File: config.mk
export PLATFORM = sky130hd
export DESIGN_NAME = sha256_message_digest_top
export DESIGN_NICKNAME = d
export VERILOG_FILES = /design/src/rtl/sha256_pkg.sv /design/src/rtl/sha256_message_digest_top.sv /design/src/rtl/sha256_core.sv
export SDC_FILE = /design/constraint.sdc
export NUM_CORES = 2
export LEC_CHECK = 0
export BUFFER_PORTS_ARGS = -buffer_cell sky130_fd_sc_hd__buf_2
export CAP_MARGIN = 20
export CORE_ASPECT_RATIO = 0.9
export CORE_MARGIN = 2
export CORE_UTILIZATION = 51
export DETAILED_ROUTE_END_ITERATION = 8
export PLACE_DENSITY_LB_ADDON = 0.3
export REMOVE_ABC_BUFFERS = 1
export SLEW_MARGIN = 20
export SYNTH_ARGS = -nofsm -noshare
export SYNTH_HDL_FRONTEND = slang
export SYNTH_SLANG_ARGS = --single-unit
File: constraint.sdc
create_clock -name clk -period 30.1 [get_ports clk]
set_input_delay 3.01 -clock clk [delete_from_list [all_inputs] [get_ports clk]]
set_output_delay 3.01 -clock clk [all_outputs]
set_load 0.05 [all_outputs]
File: src/rtl/sha256_pkg.sv
// sha-256 digest package: shared types, sequencer states and hash constants
// no dependencies; imported by sha256_core and sha256_message_digest_top
package sha256_pkg;

  typedef logic [31:0] word_t;
  typedef logic [15:0][31:0] block_t;
  typedef logic [7:0][31:0] hash_t;

  localparam int unsigned Rounds = 64;
  localparam int unsigned CountWidth = 61;

  typedef struct packed {
    logic start;
    logic init;
  } core_ctrl_t;

  typedef struct packed {
    logic busy;
    logic done;
  } core_stat_t;

  typedef enum logic [2:0] {
    S_IDLE,
    S_LOAD,
    S_HASH,
    S_PAD1,
    S_PAD2,
    S_OUT
  } seq_state_t;

  localparam word_t INIT_HASH [8] = '{
    32'h6a09e667, 32'hbb67ae85, 32'h3c6ef372, 32'ha54ff53a,
    32'h510e527f, 32'h9b05688c, 32'h1f83d9ab, 32'h5be0cd19
  };

  localparam word_t ROUND_K [64] = '{
    32'h428a2f98, 32'h71374491, 32'hb5c0fbcf, 32'he9b5dba5,
    32'h3956c25b, 32'h59f111f1, 32'h923f82a4, 32'hab1c5ed5,
    32'hd807aa98, 32'h12835b01, 32'h243185be, 32'h550c7dc3,
    32'h72be5d74, 32'h80deb1fe, 32'h9bdc06a7, 32'hc19bf174,
    32'he49b69c1, 32'hefbe4786, 32'h0fc19dc6, 32'h240ca1cc,
    32'h2de92c6f, 32'h4a7484aa, 32'h5cb0a9dc, 32'h76f988da,
    32'h983e5152, 32'ha831c66d, 32'hb00327c8, 32'hbf597fc7,
    32'hc6e00bf3, 32'hd5a79147, 32'h06ca6351, 32'h14292967,
    32'h27b70a85, 32'h2e1b2138, 32'h4d2c6dfc, 32'h53380d13,
    32'h650a7354, 32'h766a0abb, 32'h81c2c92e, 32'h92722c85,
    32'ha2bfe8a1, 32'ha81a664b, 32'hc24b8b70, 32'hc76c51a3,
    32'hd192e819, 32'hd6990624, 32'hf40e3585, 32'h106aa070,
    32'h19a4c116, 32'h1e376c08, 32'h2748774c, 32'h34b0bcb5,
    32'h391c0cb3, 32'h4ed8aa4a, 32'h5b9cca4f, 32'h682e6ff3,
    32'h748f82ee, 32'h78a5636f, 32'h84c87814, 32'h8cc70208,
    32'h90befffa, 32'ha4506ceb, 32'hbef9a3f7, 32'hc67178f2
  };

endpackage

File: src/rtl/sha256_message_digest_top.sv
// sha-256 message digest top: byte packing, padding sequencer and digest output
// depends on sha256_pkg and sha256_core
// a byte that neither fills a block nor ends the message keeps in_ready high; one that fills a block
// keeps in_ready low through load, 64 rounds in the shared round unit, fold and handoff
// a final transaction shows the first digest word after one compression or two; then one word per
// accepted cycle; rst clears the sequencer and byte count and reloads the hash
module sha256_message_digest_top
  import sha256_pkg::*;
(
  input  logic        clk,
  input  logic        rst,
  input  logic        in_valid,
  output logic        in_ready,
  input  logic [7:0]  data_byte,
  input  logic        has_byte,
  input  logic        end_of_message,
  output logic        out_valid,
  input  logic        out_ready,
  output logic [31:0] digest_word,
  output logic [2:0]  word_index,
  output logic        last_word
);

  seq_state_t state, state_next;
  logic [CountWidth-1:0] byte_count, byte_count_next;
  logic final_pending, final_pending_next;
  logic last_block, last_block_next;
  logic need_pad2, need_pad2_next;
  logic [2:0] word_index_next;

  block_t block_words;
  block_t pad_block;
  hash_t hash;
  core_ctrl_t core_ctrl;
  core_stat_t core_stat;

  logic [5:0]  pos;
  logic [63:0] bit_len;
  logic in_fire;
  logic out_fire;

  assign pos      = byte_count[5:0];
  assign bit_len  = {byte_count, 3'b000};
  assign in_ready = (state == S_IDLE);
  assign in_fire  = in_valid && in_ready;
  assign out_valid = (state == S_OUT);
  assign out_fire = out_valid && out_ready;
  assign digest_word = hash[word_index];
  assign last_word = (word_index == 3'd7);

  sha256_core u_core (
    .clk   (clk),
    .rst   (rst),
    .ctrl  (core_ctrl),
    .block (block_words),
    .hash  (hash),
    .stat  (core_stat)
  );

  // padded block: 0x80 at fill point, zeros after, bit length at tail if pos < 56; pad2: zeros, length
  always_comb begin
    pad_block = block_words;
    for (int b = 0; b < 64; b++) begin
      if (6'(b) == pos) begin
        pad_block[b >> 2][8 * (3 - (b & 3)) +: 8] = 8'h80;
      end else if (6'(b) > pos) begin
        pad_block[b >> 2][8 * (3 - (b & 3)) +: 8] = 8'h00;
      end
    end
    if (state == S_PAD2) begin
      pad_block = '0;
    end
    if (state == S_PAD2 || pos < 6'd56) begin
      pad_block[14] = bit_len[63:32];
      pad_block[15] = bit_len[31:0];
    end
  end

  always_ff @(posedge clk) begin
    if (in_fire && has_byte) begin
      block_words[pos[5:2]][{~pos[1:0], 3'b000} +: 8] <= data_byte;
    end else if (state == S_PAD1 || state == S_PAD2) begin
      block_words <= pad_block;
    end
  end

  always_ff @(posedge clk) begin
    if (rst) begin
      state         <= S_IDLE;
      byte_count    <= '0;
      final_pending <= 1'b0;
      last_block    <= 1'b0;
      need_pad2     <= 1'b0;
      word_index    <= '0;
    end else begin
      state         <= state_next;
      byte_count    <= byte_count_next;
      final_pending <= final_pending_next;
      last_block    <= last_block_next;
      need_pad2     <= need_pad2_next;
      word_index    <= word_index_next;
    end
  end

  always_comb begin
    state_next         = state;
    byte_count_next    = byte_count;
    final_pending_next = final_pending;
    last_block_next    = last_block;
    need_pad2_next     = need_pad2;
    word_index_next    = word_index;
    core_ctrl          = '0;
    unique case (state)
      S_IDLE: begin
        if (in_fire) begin
          if (has_byte) begin
            byte_count_next = byte_count + CountWidth'(1);
          end
          if (has_byte && pos == 6'd63) begin
            final_pending_next = end_of_message;
            state_next = S_LOAD;
          end else if (end_of_message) begin
            final_pending_next = 1'b1;
            state_next = S_PAD1;
          end
        end
      end
      S_LOAD: begin
        core_ctrl.start = 1'b1;
        state_next = S_HASH;
      end
      S_HASH: begin
        if (core_stat.done) begin
          if (last_block) begin
            word_index_next = '0;
            state_next = S_OUT;
          end else if (need_pad2) begin
            state_next = S_PAD2;
          end else if (final_pending) begin
            state_next = S_PAD1;
          end else begin
            state_next = S_IDLE;
          end
        end
      end
      S_PAD1: begin
        // no room for the length after the 0x80 byte: it goes in one more block
        if (pos < 6'd56) begin
          last_block_next = 1'b1;
        end else begin
          need_pad2_next = 1'b1;
        end
        state_next = S_LOAD;
      end
      S_PAD2: begin
        need_pad2_next  = 1'b0;
        last_block_next = 1'b1;
        state_next = S_LOAD;
      end
      S_OUT: begin
        if (out_fire) begin
          word_index_next = word_index + 3'd1;
          if (last_word) begin
            core_ctrl.init     = 1'b1;
            byte_count_next    = '0;
            final_pending_next = 1'b0;
            last_block_next    = 1'b0;
            need_pad2_next     = 1'b0;
            state_next = S_IDLE;
          end
        end
      end
      default: state_next = S_IDLE;
    endcase
  end

  a_start_idle_core: assert property (@(posedge clk) disable iff (rst)
    core_ctrl.start |-> !core_stat.busy)
    else $error("compression started while the core is busy");

  a_no_overlap: assert property (@(posedge clk) disable iff (rst)
    !(in_ready && out_valid))
    else $error("input and output sides active together");

  a_clear_after_digest: assert property (@(posedge clk) disable iff (rst)
    (out_fire && last_word) |=> (byte_count == '0) && in_ready)
    else $error("byte count not cleared after the last digest word");

  a_word_order: assert property (@(posedge clk) disable iff (rst)
    (out_fire && !last_word) |=> out_valid && (word_index == 3'($past(word_index) + 3'd1)))
    else $error("digest words out of order");

  a_done_only_hashing: assert property (@(posedge clk) disable iff (rst)
    core_stat.done |-> (state == S_HASH))
    else $error("core finished outside the hash wait state");

endmodule

File: src/rtl/sha256_core.sv
// sha-256 compression unit: one round per cycle over 64 rounds, then a fold
// into the chaining value; depends on sha256_pkg
module sha256_core
  import sha256_pkg::*;
(
  input  logic       clk,
  input  logic       rst,
  input  core_ctrl_t ctrl,
  input  block_t     block,
  output hash_t      hash,
  output core_stat_t stat
);

  function automatic word_t rotr(word_t x, int n);
    rotr = (x >> n) | (x << (32 - n));
  endfunction

  hash_t  vars;
  block_t window;
  logic [5:0] round;
  logic busy;
  logic fold;
  logic done;

  word_t w_new;
  word_t sum1;
  word_t sum0;
  word_t choose;
  word_t major;
  word_t temp1;
  word_t temp2;

  // window holds w[t] .. w[t+15]; the next schedule word is w[t+16]
  always_comb begin
    w_new = window[0]
          + (rotr(window[1], 7) ^ rotr(window[1], 18) ^ (window[1] >> 3))
          + window[9]
          + (rotr(window[14], 17) ^ rotr(window[14], 19) ^ (window[14] >> 10));
    sum1   = rotr(vars[4], 6) ^ rotr(vars[4], 11) ^ rotr(vars[4], 25);
    choose = (vars[4] & vars[5]) ^ (~vars[4] & vars[6]);
    temp1  = vars[7] + sum1 + choose + ROUND_K[round] + window[0];
    sum0   = rotr(vars[0], 2) ^ rotr(vars[0], 13) ^ rotr(vars[0], 22);
    major  = (vars[0] & vars[1]) ^ (vars[0] & vars[2]) ^ (vars[1] & vars[2]);
    temp2  = sum0 + major;
  end

  always_ff @(posedge clk) begin
    if (rst) begin
      busy  <= 1'b0;
      fold  <= 1'b0;
      done  <= 1'b0;
      round <= '0;
      for (int i = 0; i < 8; i++) hash[i] <= INIT_HASH[i];
    end else begin
      done <= fold;
      if (ctrl.init) begin
        for (int i = 0; i < 8; i++) hash[i] <= INIT_HASH[i];
      end
      if (ctrl.start) begin
        busy  <= 1'b1;
        round <= '0;
      end else if (busy) begin
        round <= round + 6'd1;
        if (round == 6'(Rounds - 1)) begin
          busy <= 1'b0;
          fold <= 1'b1;
        end
      end
      if (fold) begin
        for (int i = 0; i < 8; i++) hash[i] <= hash[i] + vars[i];
        fold <= 1'b0;
      end
    end
  end

  always_ff @(posedge clk) begin
    if (ctrl.start) begin
      window <= block;
      vars   <= hash;
    end else if (busy) begin
      for (int i = 0; i < 15; i++) window[i] <= window[i + 1];
      window[15] <= w_new;
      vars[7] <= vars[6];
      vars[6] <= vars[5];
      vars[5] <= vars[4];
      vars[4] <= vars[3] + temp1;
      vars[3] <= vars[2];
      vars[2] <= vars[1];
      vars[1] <= vars[0];
      vars[0] <= temp1 + temp2;
    end
  end

  assign stat.busy = busy;
  assign stat.done = done;

endmodule
[Yosys cells after proc, flatten, opt, wreduce, memory -nomap -nowiden]
Memory sizes are Yosys's and may differ from the RTL's.
Cells that the tools add are included.
Word-level totals
  register bits: 1615
  bits in latches: 0
  memory bits (writable): 0
  bits in read-only memories: 2048
  input port bits: 14
  output and inout port bits: 38
  memories kept: 1
Cells by class
  add/sub/neg operators: 22
  multiply operators: 0
  div/mod/pow operators: 0
  magnitude comparators: 69
  eq/ne operators: 80
  shift-type cells: 2
  multiplexer cells: 182
  bitwise operators: 30
  reduce and logical (&&, ||, !) cells: 152
Memories
  (name not given): words 64, bits a word 32, read ports 1, clocked after memory_dff 0, wr ports 0, RTL line sha256_core.sv:41  | temp1 = vars[7] + sum1 + choose + ROUND_K[round] + window[0];
Operator list (count)
  2-to-1 mux 512 bit: 5
  2-to-1 mux 256 bit: 4
  2-to-1 mux 8 bit: 128
  adder 32 bit: 18
  bitwise mux 512 bit: 1
  bitwise XOR 32 bit: 9
  2-to-1 mux 61 bit: 4
  nonzero test 4 bit: 56
  == test 6 bit, first input constant: 32
  greater-than comparator 6 bit, first input constant: 32
  bitwise AND 32 bit: 5
  demux 32 bit (select 4 bit): 1
  2-to-1 mux 32 bit: 4
  AND reduction 2 bit: 64
  one-hot mux 61 bit (2 select lines): 1
  binary-select mux 32 bit (select 3 bit): 1
  == test 5 x 6 -> 1 bit, first input constant: 16
  greater-than comparator 5 x 6 -> 1 bit, first input constant: 16
  2-to-1 mux 64 bit: 1
  adder 61 x 1 -> 61 bit, second input constant: 1
  == test 4 x 6 -> 1 bit, first input constant: 8
  greater-than comparator 4 x 6 -> 1 bit, first input constant: 8
  nonzero test 5 bit: 8
  2-to-1 mux 3 bit: 11
  55 further kinds: 103

[Longest topological paths before layout]
  depth after elaboration: 10
  depth in mapped cells: 41

[Cells and area by module]
From an unflattened synthesis, not the netlist that was laid out.
Unflattened totals
  cell total of the unflattened synthesis: 9303
  area, all modules: 98279.3 um2
Modules (own cells, without submodules)
  sha256_core: instances 1, cells an instance 6478, area an instance 68744.7 um2, sequential area each 28367.2 um2
  sha256_message_digest_top: instances 1, cells an instance 2825, area an instance 29534.6 um2, sequential area each 16776.1 um2

[Worst setup path after synthesis]
Ideal clock, no wire load.
  path kind: flip-flop to flip-flop
  start point: reg u_core.busy
  end point: reg u_core.vars[0] (netlist name) (enable)
  setup time: 1.278 ns
  data arrival time: 18.782 ns
  data required time: 28.822 ns
  setup slack: 10.041 ns
  cell stages (with the launch flop): 3
  path buffers: 1
  clock period less this slack: 20.059 ns
  path through: dfxtp_1 > clkbuf_1 > nand2b_1
On the way
  cells in the longest elaborated chain, start to end: 1
RTL lines
  start, declared: RTL line sha256_core.sv:21  | logic busy;
  start signal, assigned: RTL line sha256_core.sv:49  | busy <= 1'b0;
  start signal, assigned: RTL line sha256_core.sv:60  | busy <= 1'b1;
  start signal, assigned: RTL line sha256_core.sv:65  | busy <= 1'b0;
  nonzero test 2 bit (no line)
  end signal, assigned: RTL line sha256_core.sv:79  | vars <= hash;
  end, declared: RTL line sha256_core.sv:18  | hash_t vars;
Every way passes these cells.
A chain may end at the register's enable or synchronous reset.

[Worst setup path after layout]
  start point: reg u_core.round[0]
  end point: reg u_core.vars[30] (netlist name), data pin
On the way
  cells in the longest elaborated chain, start to end: 9
RTL lines
  start, declared: RTL line sha256_core.sv:20  | logic [5:0] round;
  start signal, assigned: RTL line sha256_core.sv:63  | round <= round + 6'd1;
  inverter 6 -> 7 bit (implied by the code): RTL line sha256_core.sv:41
  memory read (64 x 32 bit)
  2-to-1 mux 32 bit (implied by the code) (2 in a row): RTL line sha256_core.sv:41
  adder 32 bit (2 in a row): RTL line sha256_core.sv:41
  adder 32 bit: RTL line sha256_core.sv:90  | vars[0] <= temp1 + temp2;
  2-to-1 mux 256 bit: RTL line sha256_core.sv:80  | end else if (busy) begin
  2-to-1 mux 256 bit: RTL line sha256_core.sv:77  | if (ctrl.start) begin
Every way passes these cells. The select of a mux whose other input is x is not followed.

==> impl_metrics.csv <==
group,metric,value,unit
setup_path,path_class,"reg -> reg",
setup_path,cp.required,30.61,ns
sta,worstMarginPinSlew,1.23,ns
drt,routed_wl,326,mm
setup_path,worstSetupEndpointType,"flop",
worst_hold_path,hp-class,"reg -> reg",
drt,met3_length,32.3,mm
clock_network,h-tree-depth,4,
drt,wire_per_inst,26.2,µm
synth,syn-instance-count,10000,
clock_network,clockBufferDepth,3,
run,maxCapViolCount,0,
clock_network,worstSkewPairLatency,0.86,ns
floorplan,die_h,416,µm
drt,drc_errors,0,
placement,gp_congestion,0.985,
clock_network,cts-root-buf,"clkbuf_16",
drt,via_count,78200,
placement,hpwlAfterDp,228,mm
synth,ys_seq_area_share,46.9,%
synth,synth_top_family_by_area,"simple AND/OR/NAND/NOR gates",
synth,synthTopCellsByArea,"edfxtp_1, nand2_1, dfxtp_1",
sta,rsz0062_at_grt,"no",
synth,ys_seq_elements,1615,
floorplan,start_util,51.2,%
clock_network,cts_tree,"done",
setup_path,path_delay_family,"adder cells",
setup_path,slowest_delay,0.55,ns
final_layout,layout_common_cells,"nand2_1, edfxtp_1, nor2_1",
synth,synth.largest_area_cell,"edfxtp_1",
synth,yosys.area_share.adder,9.28,%
drt,viasPerCell,6.27,
global_route,grt_pass1_vias,75000,
drt,met1_length,126,mm
synth,synth_mux_area_share,2.46,%
floorplan,die_x,462,µm
clock_network,cts_resized,0,
synth,postSynthAreaPerCell,9.62,µm²
synth,synth_compound_area_share,15.1,%
global_route,antenna_found_initial,13,
synth,synth_cell_types,106,
sta,fin_crit,10.15,ns
drt,top_layer,"met5",
setup_path,crit_fanout,30,
sta,finalSetupTns,0,ns
sta,finalCritPeriodShare,33.7,%
status,status,"completed",
synth,ys.flop_type,"edfxtp_1",
placement,portBuffers,51,
setup_path,crit_buf_inv,7,
setup_path,crit_path_start_kind,"flop",
floorplan,num_rows,151,
sta,slew_violations,0,
global_route,grt_pass1_wl,482,mm
clock_network,postCtsSetupRepairBufs,0,
synth,yosysTopAreaCellShare,39.9,%
global_route,grt_max_degree,195,
floorplan,core_area,188000,µm²
sta,skew,0.0664,ns
synth,synthArstFlopShare,0,%
sta,hold_viol_final,0,
drt,dr.pass1.iters,7,
clock_network,path_clk_slew,0.06,ns
sta,max_slew_margin,17.1,%
final_layout,layout.nets,10400,
drt,ant_nets,0,
global_route,grt-ovfl-total,0,
sta,max_clock_freq,0.0986,GHz
clock_network,clock_sinks,1615,
drt,met2_length,146,mm
setup_path,slowest_stage,"mux4_2",
setup_path,arrival,10.65,ns
floorplan,die_area,192000,µm²
drt,dr.first_iter.drc_count,10400,
clock_network,postCtsHoldBufs,0,
synth,ys_warn_count,0,
clock_network,cts-buffers-inserted,172,
final_layout,drive_above_1_share,6.55,%
final_layout,syn_to_final_growth,8.53,%
floorplan,num_io_pins,52,
synth,synth_edf_count,1280,
final_layout,final_common_cell,"nand2_1",
synth,syn-cell-area,96300,µm²
global_route,grt.total_usage,33.4,%
synth,synth-simple-area-share,17.0,%
sta,setup_violations,0,
synth,synthXorXnorAreaFrac,5.47,%
## routing by layer
metal  GRT usage [%]  vias to the layer above
li1                -                    34800
met1            44.4                    37800
met2            51.7                     4561
met3            5.67                      921
met4            18.8                        6
met5               0                        -
## cell type report
cell class	instances	area (µm²)
Multi-Input combinational cell	7443	47700
Inverter	364	1380
Clock inverter	83	996
Fill cell	16300	83400
Clock buffer	233	4770
Tap cell	2524	3160
Sequential cell	1615	45200
Timing Repair Buffer	193	1370
Antenna cell	4	10.0
## final timing paths
| check | from | to | slack, ns | depth (start not counted) |
|---|---|---|---|---|
| worst max-delay path | u_core.round[0] | u_core.vars[30] | 19.96 | 36 |
| worst min-delay path | block_words[462] | u_core.window[462] | 0.50 | 2 |
| worst min register to register | block_words[462] | u_core.window[462] | 0.50 | 2 |
| worst max register to register | u_core.round[0] | u_core.vars[30] | 19.96 | 36 |
## state kept, by name (all words and copies together), names as in the netlist, 3 cells and up
name	flops
state	3
byte_count	61
u_core.vars	256
u_core.hash	256
u_core.window	512
block_words	512
word_index	3
u_core.round	6
## Yosys cell counts (all sizes together), types with 18 or more instances
master	instances
mux4	67
nand3	129
nor2b	71
nand2	2556
clkbuf	527
nand4	22
xor2	221
a211oi	61
nor2	606
o21ai	475
a32o	18
nor3	121
or3	66
mux2i	40
buf	66
edfxtp	1280
o22ai	50
ha	401
mux2	41
a22oi	31
o21a	68
xnor2	375
o211ai	38
a21o	193
inv	362
o31ai	33
a21boi	22
and3	145
a21oi	528
dfxtp	335
o21bai	47
nand2b	55
and2	56
a31oi	72
nor4	19
o22a	384
fa	195
## logic make-up after synthesis
| family | Yosys count |
|---|---|
| flops | 1615 |
| xor+xnor | 598 |
| simple gates | 3916 |
| mux | 148 |
| compound gates | 2183 |
| fa+ha+maj | 598 |
| buf+inv | 957 |
## stage by stage
stage               area [µm²]  setup WS, ns  util [%]  hold WS, ns  std cells
finish                  105000         19.96      55.6        0.499      12500
global route            105000         19.47      55.6        0.521      12500
CTS                     105000         20.07      55.6        0.495      12500
detailed placement       98800         20.15      52.5        0.481      12100
global placement         98700         20.16      52.5        0.480      12100
floorplan                94100        -32.63         -        0.449       9422
## worst reg2reg max path, delay by kind of cell (launching register included)
kind	cells	cell delay, ns
adder cells (fa/ha/maj)	8	3.47
AO/OA/AOI/OAI	12	2.84
AND/OR/NAND/NOR	6	1.24
buffers and inverters	7	1.02
multiplexers	1	0.55
XOR/XNOR	2	0.37
flip-flops	1	0.30
Power is not shown: default switching activity piles up to over one toggle a cycle in this logic, so the estimate is an artifact.
